===== config.mk =====
export PLATFORM = sky130hd
export DESIGN_NAME = frame_rate_meter_core
export DESIGN_NICKNAME = d
export VERILOG_FILES = /design/src/frm_pkg.sv /design/src/frm_divider.sv /design/src/frame_rate_meter_core.sv
export VERILOG_INCLUDE_DIRS = /design/src /design/src/src
export SDC_FILE = /design/constraint.sdc
export NUM_CORES = 2
export LEC_CHECK = 0
export BUFFER_PORTS_ARGS = -buffer_cell sky130_fd_sc_hd__buf_2
export CORE_UTILIZATION = 45
export CTS_BUF_LIST = sky130_fd_sc_hd__clkbuf_2
export DETAILED_ROUTE_END_ITERATION = 6
export PLACE_DENSITY_LB_ADDON = 0.25
export SYNTH_ARGS = -nofsm -noshare
export SYNTH_HDL_FRONTEND = slang
export SYNTH_SLANG_ARGS = --single-unit
export TNS_END_PERCENT = 100

===== constraint.sdc =====
create_clock -name clk -period 9.6 [get_ports clk]
set_input_delay 0.48 -clock clk [delete_from_list [all_inputs] [get_ports clk]]
set_output_delay 0.48 -clock clk [all_outputs]
set_load 0.02 [all_outputs]

===== src/frame_rate_meter_core_macros.svh =====
// Assertion helpers shared by the RTL files.
`ifndef FRAME_RATE_METER_CORE_MACROS_SVH
`define FRAME_RATE_METER_CORE_MACROS_SVH

// Same-cycle implication, checked outside reset.
`define FRM_ASSERT_NOW(lbl, clk, rst, ante, cons) \
  lbl: assert property (@(posedge clk) disable iff (rst) (ante) |-> (cons)) \
    else $error("frame_rate_meter_core: same-cycle check failed");

// Next-cycle implication, checked outside reset.
`define FRM_ASSERT_NEXT(lbl, clk, rst, ante, cons) \
  lbl: assert property (@(posedge clk) disable iff (rst) (ante) |=> (cons)) \
    else $error("frame_rate_meter_core: next-cycle check failed");

`endif


===== src/frm_pkg.sv =====
package frm_pkg;

  localparam int FRAME_COUNT_BITS_DEF = 24;
  localparam int FRACTION_BITS_DEF    = 8;

  localparam int ELAPSED_W = 40;
  localparam int RATE_W    = 32;
  localparam int WHOLE_W   = 25;
  localparam int WINDOW_W  = 24;
  localparam int SECS_W    = 32;
  localparam int MICROS_W  = 20;

  localparam logic [MICROS_W-1:0] MICROS_PER_SEC = 20'd1000000;
  localparam logic [WINDOW_W-1:0] WINDOW_RESET   = 24'd1000000;

  // Register word index, taken from paddr[2]
  localparam logic REG_WINDOW_US = 1'b0;

endpackage


===== src/frm_divider.sv =====
`include "frame_rate_meter_core_macros.svh"

module frm_divider #(
  parameter int NUM_W = 52,
  parameter int DEN_W = frm_pkg::ELAPSED_W,
  parameter int QUO_W = frm_pkg::RATE_W
) (
  input  logic             clk,
  input  logic             rst,
  input  logic             start,
  input  logic [NUM_W-1:0] numer,
  input  logic [DEN_W-1:0] denom,
  output logic             done,
  output logic [QUO_W-1:0] quotient
);
  import frm_pkg::*;

  localparam int CNT_W = (NUM_W > 1) ? $clog2(NUM_W) : 1;

  logic             busy;
  logic [CNT_W-1:0] count;
  logic [NUM_W-1:0] num_sh;
  logic [DEN_W-1:0] rem;
  logic [QUO_W-1:0] quo;
  logic             ovf;

  logic [DEN_W:0]   rem_sh;
  logic [DEN_W:0]   rem_diff;
  logic             fits;
  logic [DEN_W-1:0] rem_next;

  // One restoring step per cycle: shift in a numerator bit, try the subtract
  always_comb begin
    rem_sh   = {rem, num_sh[NUM_W-1]};
    fits     = (rem_sh >= {1'b0, denom});
    rem_diff = rem_sh - {1'b0, denom};
    rem_next = fits ? rem_diff[DEN_W-1:0] : rem_sh[DEN_W-1:0];
  end

  always_ff @(posedge clk) begin
    if (rst) begin
      busy  <= 1'b0;
      done  <= 1'b0;
      count <= '0;
    end else begin
      done <= 1'b0;
      if (start) begin
        busy   <= 1'b1;
        count  <= CNT_W'(NUM_W - 1);
        num_sh <= numer;
        rem    <= '0;
        quo    <= '0;
        ovf    <= 1'b0;
      end else if (busy) begin
        num_sh <= num_sh << 1;
        rem    <= rem_next;
        quo    <= {quo[QUO_W-2:0], fits};
        // a quotient bit pushed past the top means saturation
        ovf    <= ovf | quo[QUO_W-1];
        if (count == '0) begin
          busy <= 1'b0;
          done <= 1'b1;
        end else begin
          count <= count - 1'b1;
        end
      end
    end
  end

  assign quotient = ovf ? '1 : quo;

  `FRM_ASSERT_NOW(a_div_no_restart, clk, rst, start, !busy)
  `FRM_ASSERT_NEXT(a_div_done_once, clk, rst, done, !done)
  `FRM_ASSERT_NOW(a_div_done_idle, clk, rst, done, !busy)

endmodule


===== src/frame_rate_meter_core.sv =====
// Frame rate meter.
// Slave stream: one beat per frame carrying its timestamp (seconds and
// microseconds). The first beat after reset only primes the previous time.
// Each later beat counts a frame and adds the microsecond delta (clamped at
// zero on a backward step, saturating) to the elapsed total. When elapsed
// reaches window_us (APB register at address 0, 0 acts as 1), the rate
// frames*1e6/elapsed is recomputed in unsigned fixed point and the counters
// clear. Master stream: exactly one result beat per input beat.
// A beat that does not close a window steps through SCALE, OFFSET, ACCUM,
// CHECK and DONE, which loads m_tvalid; the first beat goes straight to
// DONE. A closing beat adds NUMER, LAUNCH and DIVIDE, a bit-serial
// restoring division, one quotient bit per cycle, over FRAME_COUNT_BITS +
// 20 + FRACTION_BITS bits (52 bits by default). s_tready is high only while
// the sequencer is idle, so no new beat is taken while one is in flight.
// The result sits in an output register; a new input beat is taken while it
// waits, and a stalled receiver holds the sequencer in its final step.
// Reset: window_us returns to 1000000, counters and the rate clear, and the
// next beat is again treated as the first.
module frame_rate_meter_core #(
  parameter int FRAME_COUNT_BITS = frm_pkg::FRAME_COUNT_BITS_DEF,
  parameter int FRACTION_BITS    = frm_pkg::FRACTION_BITS_DEF
) (
  input  logic        clk,
  input  logic        rst,
  // APB configuration
  input  logic        psel,
  input  logic        penable,
  input  logic        pwrite,
  input  logic [2:0]  paddr,
  input  logic [31:0] pwdata,
  output logic [31:0] prdata,
  output logic        pready,
  // [31:0] time_seconds, [51:32] time_micros, [55:52] zero
  input  logic        s_tvalid,
  output logic        s_tready,
  input  logic [55:0] s_tdata,
  // [0] rate_updated, [1] rate_changed, [26:2] rate_whole,
  // [58:27] rate_fixed, [63:59] zero
  output logic        m_tvalid,
  input  logic        m_tready,
  output logic [63:0] m_tdata
);
  import frm_pkg::*;

  `include "frame_rate_meter_core_macros.svh"

  localparam int FC_W  = FRAME_COUNT_BITS;
  localparam int PRD_W = FC_W + MICROS_W;
  localparam int NUM_W = PRD_W + FRACTION_BITS;
  localparam int ACC_W = SECS_W + MICROS_W + 2;
  localparam logic [RATE_W:0] HALF = (33'd1 << FRACTION_BITS) >> 1;
  localparam logic [ACC_W-1:0] ELAPSED_MAX = ACC_W'({ELAPSED_W{1'b1}});

  typedef enum logic [3:0] {
    IDLE, SCALE, OFFSET, ACCUM, CHECK, NUMER, LAUNCH, DIVIDE, DONE
  } state_t;

  function automatic logic [WHOLE_W-1:0] whole_of(input logic [RATE_W-1:0] q);
    logic [RATE_W:0] sum;
    sum = {1'b0, q} + HALF;
    return WHOLE_W'(sum >> FRACTION_BITS);
  endfunction

  state_t state;

  logic [WINDOW_W-1:0]  window_us;
  logic                 have_previous;
  logic [SECS_W-1:0]    previous_seconds;
  logic [MICROS_W-1:0]  previous_micros;
  logic [FC_W-1:0]      frame_count;
  logic [ELAPSED_W-1:0] elapsed_micros;
  logic [RATE_W-1:0]    rate_q;
  logic                 upd;
  logic                 chg;

  logic signed [SECS_W:0]    ds;
  logic signed [MICROS_W:0]  dus;
  logic signed [ACC_W-1:0]   prod;
  logic [ACC_W-2:0]          delta;
  logic [NUM_W-1:0]          numer;

  logic signed [ACC_W-1:0] prod_next;
  logic signed [ACC_W-1:0] delta_next;
  logic [ACC_W-1:0]        sum_next;
  logic [ELAPSED_W-1:0]    win;
  logic [PRD_W-1:0]        frames_scaled;

  logic                 cfg_wr;
  logic                 in_beat;
  logic                 div_start;
  logic                 div_done;
  logic [RATE_W-1:0]    div_quo;

  assign pready   = 1'b1;
  assign cfg_wr   = psel && penable && pwrite && (paddr[2] == REG_WINDOW_US);
  assign prdata   = (paddr[2] == REG_WINDOW_US) ? 32'(window_us) : '0;
  assign s_tready = (state == IDLE);
  assign in_beat  = s_tvalid && s_tready;
  assign div_start = (state == LAUNCH);

  always_comb begin
    prod_next     = ACC_W'(ds) * ACC_W'(21'sd1000000);
    delta_next    = prod + ACC_W'(dus);
    sum_next      = ACC_W'(elapsed_micros) + ACC_W'(delta);
    win           = (window_us == '0) ? ELAPSED_W'(1) : ELAPSED_W'(window_us);
    frames_scaled = PRD_W'(frame_count) * PRD_W'(MICROS_PER_SEC);
  end

  always_ff @(posedge clk) begin
    if (rst) begin
      window_us <= WINDOW_RESET;
    end else if (cfg_wr) begin
      window_us <= pwdata[WINDOW_W-1:0];
    end
  end

  always_ff @(posedge clk) begin
    if (rst) begin
      state            <= IDLE;
      have_previous    <= 1'b0;
      previous_seconds <= '0;
      previous_micros  <= '0;
      frame_count      <= '0;
      elapsed_micros   <= '0;
      rate_q           <= '0;
      upd              <= 1'b0;
      chg              <= 1'b0;
      m_tvalid         <= 1'b0;
    end else begin
      // DONE reloads the output register itself
      if (m_tvalid && m_tready && (state != DONE)) begin
        m_tvalid <= 1'b0;
      end
      case (state)
        IDLE: begin
          if (in_beat) begin
            ds  <= $signed({1'b0, s_tdata[31:0]}) - $signed({1'b0, previous_seconds});
            dus <= $signed({1'b0, s_tdata[51:32]}) - $signed({1'b0, previous_micros});
            previous_seconds <= s_tdata[31:0];
            previous_micros  <= s_tdata[51:32];
            upd <= 1'b0;
            chg <= 1'b0;
            if (have_previous) begin
              if (frame_count != '1) begin
                frame_count <= frame_count + 1'b1;
              end
              state <= SCALE;
            end else begin
              have_previous <= 1'b1;
              state         <= DONE;
            end
          end
        end
        SCALE: begin
          prod  <= prod_next;
          state <= OFFSET;
        end
        OFFSET: begin
          // clamp a backward step to zero
          delta <= delta_next[ACC_W-1] ? '0 : delta_next[ACC_W-2:0];
          state <= ACCUM;
        end
        ACCUM: begin
          elapsed_micros <= (sum_next > ELAPSED_MAX) ? '1 : sum_next[ELAPSED_W-1:0];
          state          <= CHECK;
        end
        CHECK: begin
          state <= (elapsed_micros >= win) ? NUMER : DONE;
        end
        NUMER: begin
          numer <= NUM_W'(frames_scaled) << FRACTION_BITS;
          state <= LAUNCH;
        end
        LAUNCH: begin
          state <= DIVIDE;
        end
        DIVIDE: begin
          if (div_done) begin
            rate_q         <= div_quo;
            upd            <= 1'b1;
            chg            <= (whole_of(div_quo) != whole_of(rate_q));
            frame_count    <= '0;
            elapsed_micros <= '0;
            state          <= DONE;
          end
        end
        DONE: begin
          // hold until the output register is free
          if (!m_tvalid || m_tready) begin
            m_tvalid <= 1'b1;
            m_tdata  <= {5'b0, rate_q, whole_of(rate_q), chg, upd};
            state    <= IDLE;
          end
        end
        default: begin
          state <= IDLE;
        end
      endcase
    end
  end

  frm_divider #(
    .NUM_W (NUM_W),
    .DEN_W (ELAPSED_W),
    .QUO_W (RATE_W)
  ) u_div (
    .clk      (clk),
    .rst      (rst),
    .start    (div_start),
    .numer    (numer),
    .denom    (elapsed_micros),
    .done     (div_done),
    .quotient (div_quo)
  );

  `FRM_ASSERT_NOW(a_changed_needs_update, clk, rst, m_tvalid, !(m_tdata[1] && !m_tdata[0]))
  `FRM_ASSERT_NOW(a_done_in_divide, clk, rst, div_done, state == DIVIDE)
  `FRM_ASSERT_NEXT(a_clear_after_update, clk, rst, (state == DIVIDE) && div_done,
                   (frame_count == '0) && (elapsed_micros == '0) && upd)

endmodule


==> run metrics <==
core region area=97000 µm²; Tightest Pin Transition=1110 ps; post-CTS setup buffers=0; CP top delay family=adder cells; count of final setup violators=0; Top cell by count, worst path=fa_1; Nets=6018; CP Max Fanout=8; TritonCTS clock tree=done; # rows=114; fin crit share=0.716; Switching Share=0.426; Vias/cell=5.13; Cells after Synth=4573; GP Congestion=0.861; Final WS setup=2720 ps; WL final=96300 µm; HPWL Detailed=69200 µm; slowest CP cell=dfxtp_1; top cells by area, synth=edfxtp_1 (25%), ha_1 (16%), fa_1 (12%); critical path class=flip-flop to flip-flop; largest area contributor in the netlist=edfxtp_1; Worst Path Arrival=8050 ps; Overflow after GRT=0; post-cts gate resize count=0; Crit path buffers/inverters=4; initial antenna violation count=2; number of synthesized register bits=551; Pins Over Slew Limit=0; Crit. End Element=flip-flop; Worst-path clk slew=100 ps; Switch Pwr=0.00540 W; Worst Setup Start Kind=flip-flop; die width=316 µm; largest net degree at the start of global routing=80; Routed WL per cell=14.8 µm; Worst-Skew Late Latency=1440 ps; Final Hold Fails=0; DRC viols=1; FFs w/ async S/R, synth=0; Slew HR=0.258; utilization after layout=0.524; Non-Filler Instances=6490; Die Y=316 µm; Lkg Pwr=23.3 nW; violated checks=DRC; post-route ant nets=0; IO Count=197; DIE AREA=99500 µm²; Hold Crit Class=primary input to flip-flop; pwr dens=249 nW/µm²; drt pass-1 iters=7; Sink Count=551; VDD IR max=0.327 mV; unrepaired setup endpoints after global routing=no; pre-CTS setup slack=2740 ps; Yosys warnings=0; layout cell share with drive strength beyond 1=0.0920; Comb power frac=0.615; Post-Synthesis Cell Area=44200 µm²; Cell Int Power=0.00727 W; syn avg cell area=9.67 µm²; TNS Setup=0 ps; Post-synth EDFFs=363; ys flop type=edfxtp_1; status=finished, violations left; initial drt markers=1629; GRT Total Usage=0.195; CTS HTree Levels=4; Vias=33300; Seq pwr share=0.251; sequential fraction of the synthesis area=0.332; I/O Buffers=168; CTS root buf=clkbuf_2; CP required=10780 ps; DP Cell Count=5913; vias in the first global route=33400; Yosys cell types=82; global-route wire length before repair=160000 µm; MaxCap Viol Count=0; worst-path cell chain=inv_1 -> fa_1 -> inv_1 -> fa_1 -> fa_1 -> fa_1 -> ha_1 -> inv_1 -> fa_1 -> inv_1 -> ha_1 -> a21o_1 -> a21oi_1 -> o21bai_1 -> or3_1 -> o21ai_0 -> o221ai_1 -> o21ai_0 -> a311oi_1 -> a21o_1 -> a21oi_1 -> xnor2_1; clock skew=93.3 ps; Period minus WS final=6880 ps; Critical Path Max Stage Delay=600 ps; initial core utilization=0.456; total CTS buffers=149; area grow syn2layout=14.9%; Max Freq=145 MHz; clock tree buffer depth=3; area share of the largest cell type after synthesis=0.246; clock share of power=0.134
[layer usage]
metal | up-vias | GRT usage | share of wire
li1 | 16900 | - | -
met1 | 15600 | 0.254 | 0.46
met2 | 663 | 0.331 | 0.47
met3 | 182 | 0.0313 | 0.038
met4 | 0 | 0.0652 | 0.024
met5 | - | 0 | 0
[worst reg2reg max path, delay by kind of cell, from the launching register on]
kind	cells	cell delay [ps]
buffers and inverters	4	350
XOR/XNOR	1	80
adder cells (fa/ha/maj)	7	3210
AO/OA/AOI/OAI	9	2070
AND/OR/NAND/NOR	1	290
flip-flops	1	600
[cell usage after synthesis (all sizes together) (15+ instances only)]
library cell and number:
ha 570, inv 537, nand2 461, edfxtp 363
a21oi 344, nor2 336, fa 255, xnor2 207
dfxtp 188, a21o 140, o21ai 140, xor2 110
clkbuf 105, nor3 83, o21a 73, nand3 67
a211oi 53, nand4 49, and2 44, and3 37
o21bai 37, nor2b 35, nand2b 34, buf 33
mux2i 28, a31oi 25, nor4 22, a211o 17
or2 16, or3 15
[cell usage in the layout (no fill, tap or decap), types with 110 or more instances in the layout]
cell type and instances:
xnor2_1 206, clkbuf_2 212, buf_2 167, dfxtp_1 188, nor2_1 334, a21oi_1 342
dlygate4sd3_1 306, o21ai_0 133, ha_1 570, edfxtp_1 363, inv_1 537, nand2_1 460
xor2_1 110, a21o_1 140, fa_1 255
[timing repair]
action,in CTS,in global routing
setup endpoints to repair,0,0
hold buffers,307,0
hold endpoints to repair,297,0
[registers in the layout, summed over array words and instances, names as in the netlist, 4 cells and up]
signal,count
m_tdata,59
delta,53
prod,48
elapsed_micros,40
u_div.rem,40
numer,38
u_div.num_sh,38
ds,33
previous_seconds,32
rate_q,32
u_div.quo,32
frame_count,24
window_us,24
dus,21
previous_micros,20
u_div.count,6
state,4
[worst paths after layout]
path	startpoint	to	slack [ps]	cells past startpoint
worst max-delay path	frame_count[7]	numer[51]	2720	22
worst min register to register	rate_q[6]	m_tdata[33]	370	0
worst max register to register	frame_count[7]	numer[51]	2720	22
worst min-delay path	s_tdata[33]	dus[3]	240	7
[final cells by class]
| cell class | count | area, µm² |
|---|---|---|
| Antenna cell | 5 | 12.5 |
| Clock buffer | 212 | 1060 |
| Clock inverter | 53 | 310 |
| Fill cell | 8755 | 46200 |
| Inverter | 537 | 2020 |
| Multi-Input combinational cell | 3359 | 27000 |
| Sequential cell | 551 | 14700 |
| Tap cell | 1276 | 1600 |
| Timing Repair Buffer | 497 | 4100 |
[power groups by stage]
stage / clock network, W / registers, W / logic (W)
6_report: 0.00170 / 0.00318 / 0.00779
5_1_grt: 0.00189 / 0.00319 / 0.00898
4_1_cts: 0.00179 / 0.00318 / 0.00787
3_5_place_dp: 0 / 0.00323 / 0.00767
3_3_place_gp: 0 / 0.00323 / 0.00759
2_1_floorplan: 0 / 0.00322 / 0.00624
[through the flow]
step	area, µm²	hold WS (ps)	total power, W
CTS	50800	6.48	0.0128
floorplan	44300	408	0.00946
global route	50800	196	0.0141
global placement	46300	414	0.0108
finish	50800	243	0.0127
detailed placement	46300	415	0.0109
[cell families after synthesis]
group | share of synthesized area
multiplexers | 0.00736
adder cells (fa/ha/maj) | 0.277
flip-flops | 0.332
AND/OR/NAND/NOR | 0.126
XOR/XNOR | 0.0628
other | 0.000170
buffers and inverters | 0.0595
AO/OA/AOI/OAI | 0.136
Power figures use the tool's default switching activity.
